$ cat src/hw/rtl/trpa_sqrt_cell.sv
// one digit cell of a pipelined square root: two radicand bits in, one root bit out
module trpa_sqrt_cell #(
  parameter int RAD_W = 34,
  parameter int LANES = 3
) (
  input  logic                                 clk,
  input  logic                                 rst,
  input  logic                                 en,
  input  logic                                 valid_in,
  input  logic [LANES-1:0][RAD_W-1:0]          rad_in,
  input  logic [LANES-1:0][RAD_W/2+1:0]        rem_in,
  input  logic [LANES-1:0][RAD_W/2-1:0]        root_in,
  output logic                                 valid_out,
  output logic [LANES-1:0][RAD_W-1:0]          rad_out,
  output logic [LANES-1:0][RAD_W/2+1:0]        rem_out,
  output logic [LANES-1:0][RAD_W/2-1:0]        root_out
);

  localparam int ROOT_W = RAD_W / 2;
  localparam int REM_W  = ROOT_W + 2;

  logic [LANES-1:0][RAD_W-1:0]  rad_next;
  logic [LANES-1:0][REM_W-1:0]  rem_next;
  logic [LANES-1:0][ROOT_W-1:0] root_next;

  // bring down two bits, try root*4+1 against the partial remainder
  always_comb begin
    logic [REM_W-1:0] rem_sh;
    logic [REM_W-1:0] trial;
    for (int l = 0; l < LANES; l++) begin
      rem_sh = {rem_in[l][REM_W-3:0], rad_in[l][RAD_W-1:RAD_W-2]};
      trial  = {root_in[l], 2'b01};
      rad_next[l] = {rad_in[l][RAD_W-3:0], 2'b00};
      if (rem_sh >= trial) begin
        rem_next[l]  = rem_sh - trial;
        root_next[l] = {root_in[l][ROOT_W-2:0], 1'b1};
      end else begin
        rem_next[l]  = rem_sh;
        root_next[l] = {root_in[l][ROOT_W-2:0], 1'b0};
      end
    end
  end

  // valid flag
  always_ff @(posedge clk) begin
    if (rst) begin
      valid_out <= 1'b0;
    end else if (en) begin
      valid_out <= valid_in;
    end
  end

  // digit state handed to the next cell
  always_ff @(posedge clk) begin
    if (en) begin
      rad_out  <= rad_next;
      rem_out  <= rem_next;
      root_out <= root_next;
    end
  end

endmodule

$ cat config.mk
export PLATFORM = sky130hd
export DESIGN_NAME = trpa_sqrt_cell
export DESIGN_NICKNAME = d
export VERILOG_FILES = /design/src/hw/rtl/trpa_sqrt_cell.sv
export SDC_FILE = /design/constraint.sdc
export NUM_CORES = 1
export LEC_CHECK = 0
export BUFFER_PORTS_ARGS = -buffer_cell sky130_fd_sc_hd__clkbuf_2
export CAP_MARGIN = 20
export CELL_PAD_IN_SITES_DETAIL_PLACEMENT = 1
export CELL_PAD_IN_SITES_GLOBAL_PLACEMENT = 1
export CORE_MARGIN = 2
export CORE_UTILIZATION = 37
export DETAILED_ROUTE_END_ITERATION = 16
export GPL_TIMING_DRIVEN = 0
export PLACE_DENSITY = 0.85
export SLEW_MARGIN = 10
export SYNTH_ARGS = -nofsm -noshare
export SYNTH_HDL_FRONTEND = slang
export SYNTH_SLANG_ARGS = --single-unit
export TNS_END_PERCENT = 100
$ cat constraint.sdc
create_clock -name clk -period 3.3 [get_ports clk]
set_input_delay 0.33 -clock clk [delete_from_list [all_inputs] [get_ports clk]]
set_output_delay 0.33 -clock clk [all_outputs]
set_load 0.005 [all_outputs]
== After elaboration in Yosys (flattened, before gate mapping) ==
Cells that the tools add are included.

* Output and inout port bits: 211
* Logic and storage cells: 22
* Flip-flop bits (word level): 205
* Input port bits: 214

* Muxes and demuxes: 6
* $lt $le $gt $ge: 3
* $add $sub $neg: 3

{| class="wikitable"
|+ Operator list
! kind !! number
|-
| $ge 19x19->1 || 3
|-
| $mux 19 || 3
|-
| $sub 19x19->19 || 3
|-
| $mux 1 || 3
|}

== Depth between registers and ports, before layout ==
Gate-level depths: netlist (run 1).

* Word-level depth: 2
* Gate-level depth with buffers: 12
* Depth with buffers taken out: 10

== Worst setup path before layout (run 1) ==
OpenSTA, ideal clock, no wires.

* Path type: input -> register
* From: input root_in[1] (netlist name)
* To: register rem_out[16] (netlist name), data pin
* Stages on the path: 10
* Arrival time: 2194 ps
* Data required time: 3042 ps
* Buffers on the path: 1
* Path slack: 848 ps
* Library setup time: 258 ps
* Cell sequence: inv_1 ha_1 and3_1 a221oi_4 o211a_4 nor2_2 a211oi_4 o21bai_4 buf_6 o221a_1

{| class="wikitable"
|+ RTL lines
! what !! RTL line !! source
|-
| start: declaration || 12 || <nowiki>input logic [LANES-1:0][RAD_W/2-1:0] root_in,</nowiki>
|-
| end signal: assignment || 57 || <nowiki>rem_out <= rem_next;</nowiki>
|-
| end: declaration || 15 || <nowiki>output logic [LANES-1:0][RAD_W/2+1:0] rem_out,</nowiki>
|}

==> flow_metrics.py, run 1 <==
metrics = {
    "finish": {
        "multi_input_area_mm2": 0.00316,
        "drive_gt1_frac": 0.358,
        "fin_cells": 1683,
        "fin_util": 0.551,
        "fin_nets": 1598,
        "seq_area_mm2": 0.00615,
        "area_growth_pct": 47.0,
        "n_fill_cell": 2843,
    },
    "drt": {
        "drc": 0,
        "drt_iter0_drc": 580,
        "dr.pass1.iters": 4,
        "detail-route-antenna-nets": 0,
        "avgRoutedWirePerCell_um": 21.8,
        "postRouteWirelength_mm": 36.8,
        "via_count": 8513,
        "viasPerCell": 5.06,
    },
    "placed_design": {
        "place_ws_ps": 314,
        "port-buffer-count": 412,
        "dpl.hpwl_mm": 24.5,
        "place_congestion": 0.822,
        "dp.cells": 1509,
    },
    "logic_synthesis": {
        "syn_inst": 756,
        "ys_seq_area_frac": 0.635,
        "ys_warn_count": 0,
        "synth_area_mm2": 0.00968,
        "synth_xor_xnor_area_share": 0.0443,
        "ys_types": 61,
        "yosys.area.top_type_share": 0.633,
        "yosysMostFrequentCell": "edfxtp_1",
        "synth_commonest_cells": "204 x edfxtp_1, 71 x inv_1, 69 x a21oi_1",
        "synth_seq_cells": 205,
        "synthTopCellsByArea": "edfxtp_1 63%, ha_1 7.4%, a21oi_1 3.6%",
        "avgSynthCellArea_um2": 12.8,
        "synthArstFlopShare": 0,
        "synth_edf_count": 204,
        "synth-main-ff-cell": "edfxtp_1",
        "synth_top_area_cell": "edfxtp_1",
        "synth_mux_area_frac": 0.00905,
        "synthSimpleGateAreaFrac": 0.0771,
        "synth_top_family_by_area": "compound AO/OA/AOI/OAI gates",
        "synth_compound_area_frac": 0.120,
        "synth_fa_ha_area_frac": 0.0737,
    },
    "worst_setup_path": {
        "crit_type": "in -> reg",
        "cp_num_buf_inv": 5,
        "cp_data_arrival_time_ps": 3460,
        "worstPathRequired_ps": 3620,
        "max_stage_delay_ps": 520,
        "path_cells": "dlygate4sd3_1, clkbuf_2, inv_1, ha_1, a21oi_1, nand3_1, nand4_1, a31oi_1, a21o_1, a31oi_1, buf_2, buf_2, nand2_1, o21ai_1",
        "crit_path_start_kind": "input port",
        "worstPathMaxFanout": 10,
        "crit_family": "buffers and inverters",
        "worstSetupEndpointType": "flip-flop",
        "slowest_stage": "dlygate4sd3_1",
    },
    "grt": {
        "grt_overflow": 0,
        "track_usage": 0.260,
        "antenna_found_initial": 3,
        "grt_pass1_wl_mm": 55.8,
        "grt_pass1_vias": 9353,
        "grt_max_degree": 111,
    },
    "timing": {
        "fin_crit_sh": 0.953,
        "clock_skew_ps": 0,
        "finalHoldViolCount": 0,
        "rsz0062_at_grt": "false",
        "setup_ws_ps": 154,
        "fmaxAchievable_mhz": 318,
        "timing.final.crit_period_ps": 3150,
        "tightest_slew_ps": 825,
        "setup_viol": 0,
        "slew_headroom": 0.450,
        "finalMaxSlewViolations": 0,
        "holdWs_ps": 13.9,
    },
    "clocking": {
        "cts_root_buffer": "clkbuf_16",
        "ctsHtreeMaxLevel": 1,
        "clkLatencyLatePin_ps": 520,
        "cts_tree": "built",
        "clk_pin_slew_ps": 60,
        "cts.sinks": 205,
        "post_cts_buffers": 0,
        "cts-buffers-inserted": 24,
        "cts.path.max_buffers": 3,
    },
    "floorplan": {
        "fp.dieH_um": 166,
        "coreArea_mm2": 0.0258,
        "die_w_um": 166,
        "initial_core_util": 0.375,
        "pin_count": 425,
        "rows": 59,
        "dieArea_mm2": 0.0275,
    },
    "run": {
        "cap_viol_max_count": 0,
    },
    "hold_path": {
        "hp-class": "in -> reg",
    },
    "power_and_ir_drop": {
        "ir_worst_vdd_mv": 0.425,
        "cellPowerDensity_mw_per_mm2": 511,
        "p_total_uw": 7270,
        "p_leak_uw": 0.00646,
    },
    "status": {
        "status": "finished clean",
    },
}
cells in the final DEF, fill, tap and decap left out, types with 3 or more instances in the layout:
| cell type | Yosys | layout |
|---|---|---|
| o21bai_1 | 4 | 4 |
| nor2_1 | 46 | 46 |
| a31oi_1 | 7 | 7 |
| diode_2 | 0 | 3 |
| nand2b_1 | 6 | 6 |
| nand4_1 | 8 | 8 |
| mux2_2 | 6 | 6 |
| o311ai_0 | 3 | 3 |
| a21oi_1 | 69 | 69 |
| ha_1 | 57 | 57 |
| nand2_1 | 57 | 57 |
| a21o_1 | 14 | 14 |
| buf_4 | 6 | 6 |
| xor2_1 | 17 | 17 |
| nand3_1 | 8 | 8 |
| nor3_1 | 7 | 7 |
| conb_1 | 1 | 6 |
| o21ai_1 | 6 | 6 |
| dlygate4sd3_1 | 0 | 127 |
| o211ai_1 | 4 | 4 |
| clkbuf_1 | 2 | 7 |
| xnor2_1 | 32 | 32 |
| and2_1 | 3 | 3 |
| o21ai_0 | 47 | 47 |
| o21a_1 | 5 | 5 |
| inv_1 | 71 | 71 |
| clkbuf_2 | 0 | 411 |
| clkinv_1 | 0 | 5 |
| buf_2 | 10 | 10 |
| clkbuf_16 | 0 | 24 |
| and3_1 | 6 | 6 |
| edfxtp_1 | 204 | 204 |
| nor2b_1 | 9 | 9 |
| clkinv_2 | 0 | 5 |
registers in the layout (all words and copies together) (netlist names):
register	flops
rad_out	96
rem_out	57
root_out	51
valid_out	1
layer usage:
metal	up-vias	share of wire	routed length, um	track usage
met2	351	0.53	19600	0.489
met3	86	0.057	2090	0.0473
met1	4172	0.37	13700	0.291
li1	3904	-	-	-
met4	0	0.039	1450	0.0987
met5	-	0	0	0
cell families after synthesis:
kind of cell | count (synthesis)
flops | 205
compound gates | 184
simple gates | 161
buf+inv | 91
fa+ha+maj | 57
xor+xnor | 49
mux | 8
other cells | 1
per-stage QoR:
step	TNS, ps	area, um2
detailed placement	0	12200
CTS	0	14200
global placement	-236990	12200
finish	0	14200
floorplan	0	9700
global route	0	14200
cell type report:
cell class                 instances  area share
sequential                       205       0.432
timing repair buffer             540       0.237
multi-input combinational        465       0.222
clock buffer                      29      0.0435
tap                              335      0.0295
inverter                          71      0.0187
buffer                            20     0.00880
clock inverter                    15     0.00800
antenna                            3    0.000528
what timing repair did:
action,CTS,global route
hold endpoints to repair,127,0
hold buffers,127,0
resized for setup,0,0
power by group:
| group | leakage (uW) | internal [uW] | total, uW | switching (uW) |
|---|---|---|---|---|
| Sequential | 0.00200 | 3170 | 3260 | 89.6 |
| Clock | 0.000355 | 1420 | 2530 | 1110 |
| Combinational | 0.00410 | 664 | 1470 | 807 |
| Total | 0.00646 | 5260 | 7270 | 2010 |
final timing paths:
kind | startpoint | to | slack, ps | cells after the start
hold reg to reg | valid_out | valid_out | 570 | 2
setup reg to reg | valid_out | valid_out | 2650 | 2
hold / removal | root_in[11] | root_out[12] | 10 | 1
setup / recovery | root_in[35] | rem_out[47] | 150 | 14
Power figures use the tool's default switching activity.
==> inputs of run 2 (changes only) <==
--- a/config.mk
+++ b/config.mk
@@ -5,15 +5,16 @@
 export SDC_FILE = /design/constraint.sdc
 export NUM_CORES = 1
 export LEC_CHECK = 0
-export BUFFER_PORTS_ARGS = -buffer_cell sky130_fd_sc_hd__clkbuf_2
+export ABC_AREA = 1
 export CAP_MARGIN = 20
 export CELL_PAD_IN_SITES_DETAIL_PLACEMENT = 1
 export CELL_PAD_IN_SITES_GLOBAL_PLACEMENT = 1
-export CORE_MARGIN = 2
-export CORE_UTILIZATION = 37
+export CORE_AREA = 2 2 165 167
 export DETAILED_ROUTE_END_ITERATION = 16
+export DIE_AREA = 0 0 167 169
+export DONT_BUFFER_PORTS = 1
 export GPL_TIMING_DRIVEN = 0
-export PLACE_DENSITY = 0.85
+export PLACE_DENSITY = 0.76
 export SLEW_MARGIN = 10
 export SYNTH_ARGS = -nofsm -noshare
 export SYNTH_HDL_FRONTEND = slang
==> run 2 against run 1 <==
Effect of this change:
- the flow now finishes with violations (hold timing)
- critical path depth decreased by 2
- first-iteration DRC count decreased by 4.8%
- fmax increased by 91%
- largest cell class unchanged
- die area increased by 2.8%
- synthesized area increased by 15%
- clock power about the same
- cell area decreased by 3.2%
- clock-buffer cell count increased by 1
- sequential power increased by 3%
- clock skew unchanged
- utilization decreased by 3.1 points
- non-clock buffer count decreased by 394
==> flow_metrics.py, run 2 <==
metrics = {
    "status": {
        "status": "complete, but fails checks",
        "violations": "hold timing",
    },
    "grt": {
        "track_usage": 0.243,
        "antenna_found_initial": 3,
        "grt_pass1_wl_mm": 53.4,
        "grt_max_degree": 206,
        "grt_overflow": 0,
        "grt_pass1_vias": 9209,
    },
    "worst_setup_path": {
        "r2r_cells": 3,
        "cp_data_arrival_time_ps": 1890,
        "crit_type": "in -> reg",
        "slowest_stage": "ha_1",
        "cpMostUsedCell": "nand2_1",
        "r2r_end": "valid_out",
        "worstPathMaxFanout": 10,
        "max_stage_delay_ps": 370,
        "crit_start": "root_in[34]",
        "path_cells": "inv_1, ha_1, o21ai_1, nand2_1, nand3_1, nand2_2, nand2_1, nand2_2, nand2_4, buf_8, nand3_2, nand2_1",
        "worstSetupEndpointType": "flip-flop",
        "worstReg2RegStart": "valid_out",
        "crit_path_start_kind": "input port",
        "worstPathRequired_ps": 3550,
        "reg2reg_slack_ps": 2060,
    },
    "finish": {
        "n_fill_cell": 2951,
        "fin_nets": 1587,
        "regMostFlops": "rad_out",
        "seq_area_mm2": 0.00615,
        "largest_register_ffs": 96,
        "layout_commonest_cell": "nand2_1",
        "final_cell_mix": "352 x nand2_1, 204 x edfxtp_1, 152 x inv_1",
        "multi_input_area_mm2": 0.00417,
        "drive_gt1_frac": 0.107,
        "reg.largest.list": "rad_out: 96 flops, rem_out: 57 flops, root_out: 51 flops",
        "fin_cells": 1674,
        "area_growth_pct": 24.2,
    },
    "floorplan": {
        "fp.dieH_um": 169,
        "rows": 60,
        "coreArea_mm2": 0.0265,
        "die_w_um": 167,
        "pin_count": 425,
        "initial_core_util": 0.419,
        "dieArea_mm2": 0.0282,
    },
    "drt": {
        "postRouteWirelength_mm": 35.6,
        "avgRoutedWirePerCell_um": 21.3,
        "drc": 0,
        "via_count": 8620,
        "viasPerCell": 5.15,
        "detail-route-antenna-nets": 0,
        "dr.pass1.iters": 5,
        "drt_iter0_drc": 552,
    },
    "clocking": {
        "cts.sinks": 205,
        "ctsResizeCount": 0,
        "clk_pin_slew_ps": 60,
        "cts.path.max_buffers": 3,
        "cts_hold_buf": 148,
        "cts_tree": "built",
        "ctsHtreeMaxLevel": 1,
        "cts_root_buffer": "clkbuf_16",
        "post_cts_buffers": 0,
        "cts-buffers-inserted": 22,
        "clkLatencyLatePin_ps": 500,
    },
    "power_and_ir_drop": {
        "cellPowerDensity_mw_per_mm2": 512,
        "power_switching_uw": 1870,
        "p_clk_frac": 0.360,
        "pwr-share-comb": 0.165,
        "p_leak_uw": 0.00610,
        "seqPwrFrac": 0.475,
        "ir_worst_vdd_mv": 0.525,
        "swShare": 0.265,
        "p_total_uw": 7060,
        "p_int_uw": 5180,
    },
    "hold_path": {
        "min_from": "en",
        "hp-class": "in -> reg",
        "min_to": "rad_out[85]",
        "hold_depth": 0,
    },
    "placed_design": {
        "dpl.hpwl_mm": 26.3,
        "dp.cells": 1485,
        "place_congestion": 0.890,
        "port-buffer-count": 0,
    },
    "logic_synthesis": {
        "syn_inst": 1139,
        "synth_edf_count": 204,
        "synth_commonest_cells": "352 x nand2_1, 204 x edfxtp_1, 152 x inv_1",
        "ys_types": 31,
        "ys_warn_count": 0,
        "synth_area_mm2": 0.0111,
        "synthArstFlopShare": 0,
        "synth_seq_cells": 205,
        "synth_top_area_cell": "edfxtp_1",
        "avgSynthCellArea_um2": 9.74,
        "yosysMostFrequentCell": "nand2_1",
        "synth-main-ff-cell": "edfxtp_1",
        "ys_seq_area_frac": 0.554,
        "yosys.area.top_type_share": 0.552,
        "synthTopCellsByArea": "edfxtp_1 55%, nand2_1 12%, ha_1 6.4%",
    },
    "timing": {
        "rsz0062_at_grt": "false",
        "finalHoldViolCount": 53,
        "fmaxAchievable_mhz": 608,
        "finalMaxSlewViolations": 0,
        "holdWs_ps": -59.0,
        "fin_crit_sh": 0.499,
        "timing.final.crit_period_ps": 1650,
        "clock_skew_ps": 0,
        "setup_viol": 0,
        "setup_tns_ps": 0,
    },
    "run": {
        "cap_viol_max_count": 0,
    },
}
-- run 2: cell count changes after synthesis, moves of 14 or more --
| cell | before | now |
|---|---|---|
| nand3_1 | 8 | 98 |
| xnor2_1 | 32 | 3 |
| o21ai_0 | 47 | 6 |
| nand3_2 | 0 | 21 |
| a21o_1 | 14 | 0 |
| nand3b_1 | 0 | 20 |
| nand2_1 | 57 | 352 |
| inv_1 | 71 | 152 |
| a21oi_1 | 69 | 35 |
| nand2_2 | 0 | 24 |
| inv_2 | 0 | 15 |
-- run 2: through the flow --
| step | hold slack [ps] | worst slack (ps) | utilization | area, um2 |
|---|---|---|---|---|
| 2_1_floorplan | 402 | 1500 | - | 11100 |
| 3_3_place_gp | 406 | 1200 | 0.435 | 11500 |
| 3_5_place_dp | 414 | 1130 | 0.435 | 11500 |
| 4_1_cts | -86.9 | 1690 | 0.519 | 13800 |
| 5_1_grt | -90.8 | 1580 | 0.520 | 13800 |
| 6_report | -59.0 | 1650 | 0.520 | 13800 |
-- run 2: per-layer routing --
| metal | vias up | wire length (um) | track usage | share of wire |
|---|---|---|---|---|
| li1 | 4102 | - | - | - |
| met1 | 4139 | 13700 | 0.276 | 0.38 |
| met2 | 327 | 18600 | 0.455 | 0.52 |
| met3 | 50 | 2500 | 0.0606 | 0.070 |
| met4 | 2 | 783 | 0.0592 | 0.022 |
| met5 | - | 13 | 0 | 0.00037 |
-- run 2: logic make-up (layout without fill, tap and decap cells) --
family,after synthesis,after routing,share of synthesized area
AND/OR/NAND/NOR,606,606,0.253
flip-flops,205,205,0.554
buffers and inverters,185,372,0.0721
adder cells (fa/ha/maj),57,57,0.0643
AO/OA/AOI/OAI,56,56,0.0334
XOR/XNOR,28,28,0.0221
other,1,8,0.000338
multiplexers,1,1,0.000902
-- run 2: cell type report --
class,count,share of cell area
Multi-Input combinational cell,754,0.302
Inverter,167,0.0455
Sequential cell,205,0.446
Timing Repair Buffer,148,0.108
Clock buffer,30,0.0443
Tap cell,341,0.0310
Buffer,18,0.0125
Antenna cell,2,0.000363
Clock inverter,9,0.00990
-- run 2: worst max path at each step --
stage / end / slack (ps)
after detailed placement: rem_out[27] / 1130
after CTS: rem_out[27] / 1690
after global placement: rem_out[27] / 1200
after floorplan: rem_out[12] / 1500
final: rem_out[41] / 1650
after global routing: rem_out[12] / 1580
-- run 2: worst max-delay path, delay by kind of cell --
kind,cells,cell delay [ps]
buffers and inverters,2,210
adders and majority gates,1,370
AOI/OAI and AO/OA,1,110
and+or+nand+nor,8,870
-- run 2: power by group through the flow --
stage | sequential [uW] | combinational (uW) | clock (uW)
2_1_floorplan | 3330 | 756 | 0
3_3_place_gp | 3390 | 958 | 0
3_5_place_dp | 3400 | 996 | 0
4_1_cts | 3350 | 1160 | 2590
5_1_grt | 3360 | 1300 | 2700
6_report | 3350 | 1160 | 2540
==> inputs of run 3 (changes only) <==
==> constraint.sdc (replaced) <==
create_clock -name clk -period 1.65 [get_ports clk]
set_input_delay 0.165 -clock clk [delete_from_list [all_inputs] [get_ports clk]]
set_output_delay 0.165 -clock clk [all_outputs]
set_load 0.005 [all_outputs]
==> run 3 against run 2 <==
Effect of this change:
- the flow still finishes with violations (hold timing)
- sequential share of layout area is 1.7 points lower
- first-iteration DRC count is 2.0% higher
- combinational power is 120% higher
- setup slack worse by 1600 ps
- die area stayed put
- clock-buffer cell count stayed put
- clock skew stayed put
- final cell count is 3.2% higher
- utilization is 2.0 points higher
- largest power group unchanged
==> flow_metrics.py, run 3 (same netlist as run 2, synthesis figures left out) <==
metrics = {
    "placed_design": {
        "place_congestion": 0.890,
        "dp.cells": 1485,
        "dpl.hpwl_mm": 26.3,
        "port-buffer-count": 0,
        "place_area_mm2": 0.0115,
    },
    "finish": {
        "reg.largest.list": "rad_out: 96 flops, rem_out: 57 flops, root_out: 51 flops",
        "largest_register_ffs": 96,
        "drive_gt1_frac": 0.104,
        "area_growth_pct": 29.0,
        "regMostFlops": "rad_out",
        "n_fill_cell": 2909,
        "layout_commonest_cell": "nand2_1",
        "fin_nets": 1640,
        "final_area_mm2": 0.0143,
        "fin_util": 0.540,
        "fin_cells": 1728,
        "final_cell_mix": "351 x nand2_1, 204 x edfxtp_1, 200 x dlygate4sd3_1",
    },
    "floorplan": {
        "initial_core_util": 0.419,
        "die_w_um": 167,
        "pin_count": 425,
        "rows": 60,
        "fp.dieH_um": 169,
        "dieArea_mm2": 0.0282,
        "coreArea_mm2": 0.0265,
    },
    "run": {
        "cap_viol_max_count": 0,
    },
    "worst_setup_path": {
        "crit_path_start_kind": "input port",
        "worstPathRequired_ps": 1900,
        "cp_data_arrival_time_ps": 1830,
        "worstSetupEndpointType": "flip-flop",
        "path_cells": "dlygate4sd3_1, inv_1, ha_1, nand3_1, nor2_2, a31oi_4, buf_6, nand3_2, nand2_1",
        "r2r_end": "valid_out",
        "crit_start": "rad_in[33]",
        "cp_num_buf_inv": 3,
        "slowest_stage": "dlygate4sd3_1",
        "r2r_cells": 3,
        "worstPathMaxFanout": 10,
        "reg2reg_slack_ps": 410,
        "crit_family": "buffers and inverters",
        "max_stage_delay_ps": 550,
        "worstReg2RegStart": "valid_out",
        "crit_type": "in -> reg",
    },
    "timing": {
        "fmaxAchievable_mhz": 632,
        "finalMaxSlewViolations": 0,
        "timing.final.crit_period_ps": 1580,
        "holdWs_ps": -232,
        "fin_crit_sh": 0.958,
        "finalHoldViolCount": 82,
        "rsz0062_at_grt": "false",
        "setup_viol": 0,
        "clock_skew_ps": 0,
    },
    "power_and_ir_drop": {
        "p_int_uw": 10500,
        "p_leak_uw": 0.00634,
        "seqPwrFrac": 0.468,
        "cellPowerDensity_mw_per_mm2": 1000,
        "p_total_uw": 14400,
        "pwr-share-comb": 0.175,
        "p_clk_frac": 0.357,
        "swShare": 0.271,
        "power_switching_uw": 3900,
        "ir_worst_vdd_mv": 1.07,
    },
    "status": {
        "status": "complete, but fails checks",
        "violations": "hold timing",
    },
    "clocking": {
        "clk_pin_slew_ps": 60,
        "cts_hold_buf": 201,
        "cts_tree": "built",
        "cts_root_buffer": "clkbuf_16",
        "cts.path.max_buffers": 3,
        "clkLatencyLatePin_ps": 500,
        "cts-buffers-inserted": 22,
        "cts.sinks": 205,
        "ctsHtreeMaxLevel": 1,
    },
    "grt": {
        "grt_pass1_vias": 9809,
        "track_usage": 0.263,
        "grt_overflow": 0,
        "grt_max_degree": 206,
        "antenna_found_initial": 3,
        "grt_pass1_wl_mm": 57.4,
    },
    "drt": {
        "via_count": 9051,
        "viasPerCell": 5.24,
        "detail-route-antenna-nets": 0,
        "avgRoutedWirePerCell_um": 22.3,
        "postRouteWirelength_mm": 38.6,
        "drt_iter0_drc": 563,
        "dr.pass1.iters": 5,
        "drc": 0,
    },
    "hold_path": {
        "hold_depth": 0,
        "hp-class": "in -> reg",
        "min_from": "en",
        "min_to": "root_out[49]",
    },
}
## run 3: layer usage
layer | up-vias | part of all wire | global-route usage
met5 | - | 0 | 0
met1 | 4392 | 0.38 | 0.296
met4 | 0 | 0.041 | 0.107
met2 | 367 | 0.51 | 0.479
li1 | 4206 | - | -
met3 | 86 | 0.068 | 0.0631
## run 3: worst max path at each step
stage | to | slack (ps) | cells past startpoint
6_report | rem_out[4] | 70 | 9
5_1_grt | rem_out[12] | 4 | 11
4_1_cts | rem_out[16] | 40 | 13
3_5_place_dp | rem_out[27] | -350 | 11
3_3_place_gp | rem_out[27] | -290 | 11
2_1_floorplan | rem_out[12] | 10 | 11
## run 3: layout make-up
| cell class | count | area, um2 | area share |
|---|---|---|---|
| timing repair buffer | 201 | 2010 | 0.141 |
| multi-input combinational | 754 | 4170 | 0.292 |
| tap | 341 | 427 | 0.0298 |
| clock buffer | 30 | 611 | 0.0427 |
| inverter | 167 | 627 | 0.0438 |
| clock inverter | 9 | 136 | 0.00953 |
| sequential | 205 | 6150 | 0.429 |
| buffer | 18 | 173 | 0.0121 |
| antenna | 3 | 7.51 | 0.000524 |
## run 3: per-stage QoR
stage | setup WS (ps) | hold slack, ps | setup TNS (ps)
finish | 68.7 | -232 | 0
global route | 3.92 | -254 | 0
CTS | 35.4 | -252 | 0
floorplan | 10.8 | 237 | 0
global placement | -288 | 241 | -11840
detailed placement | -355 | 249 | -15110
## run 3: repair_timing
| action | in CTS | in global routing |
|---|---|---|
| endpoints found under the setup margin | 0 | 4 |
| resized for setup | 0 | 3 |
| buffers inserted | 0 | 0 |
| endpoints found under the hold margin | 406 | 206 |
## run 3: power by group through the flow
stage          Sequential, uW  Combinational [uW]  Clock, uW
3_3_place_gp             6780                1920          0
5_1_grt                  6740                2760       5400
3_5_place_dp             6800                1990          0
6_report                 6710                2510       5130
2_1_floorplan            6650                1510          0
4_1_cts                  6700                2430       5190
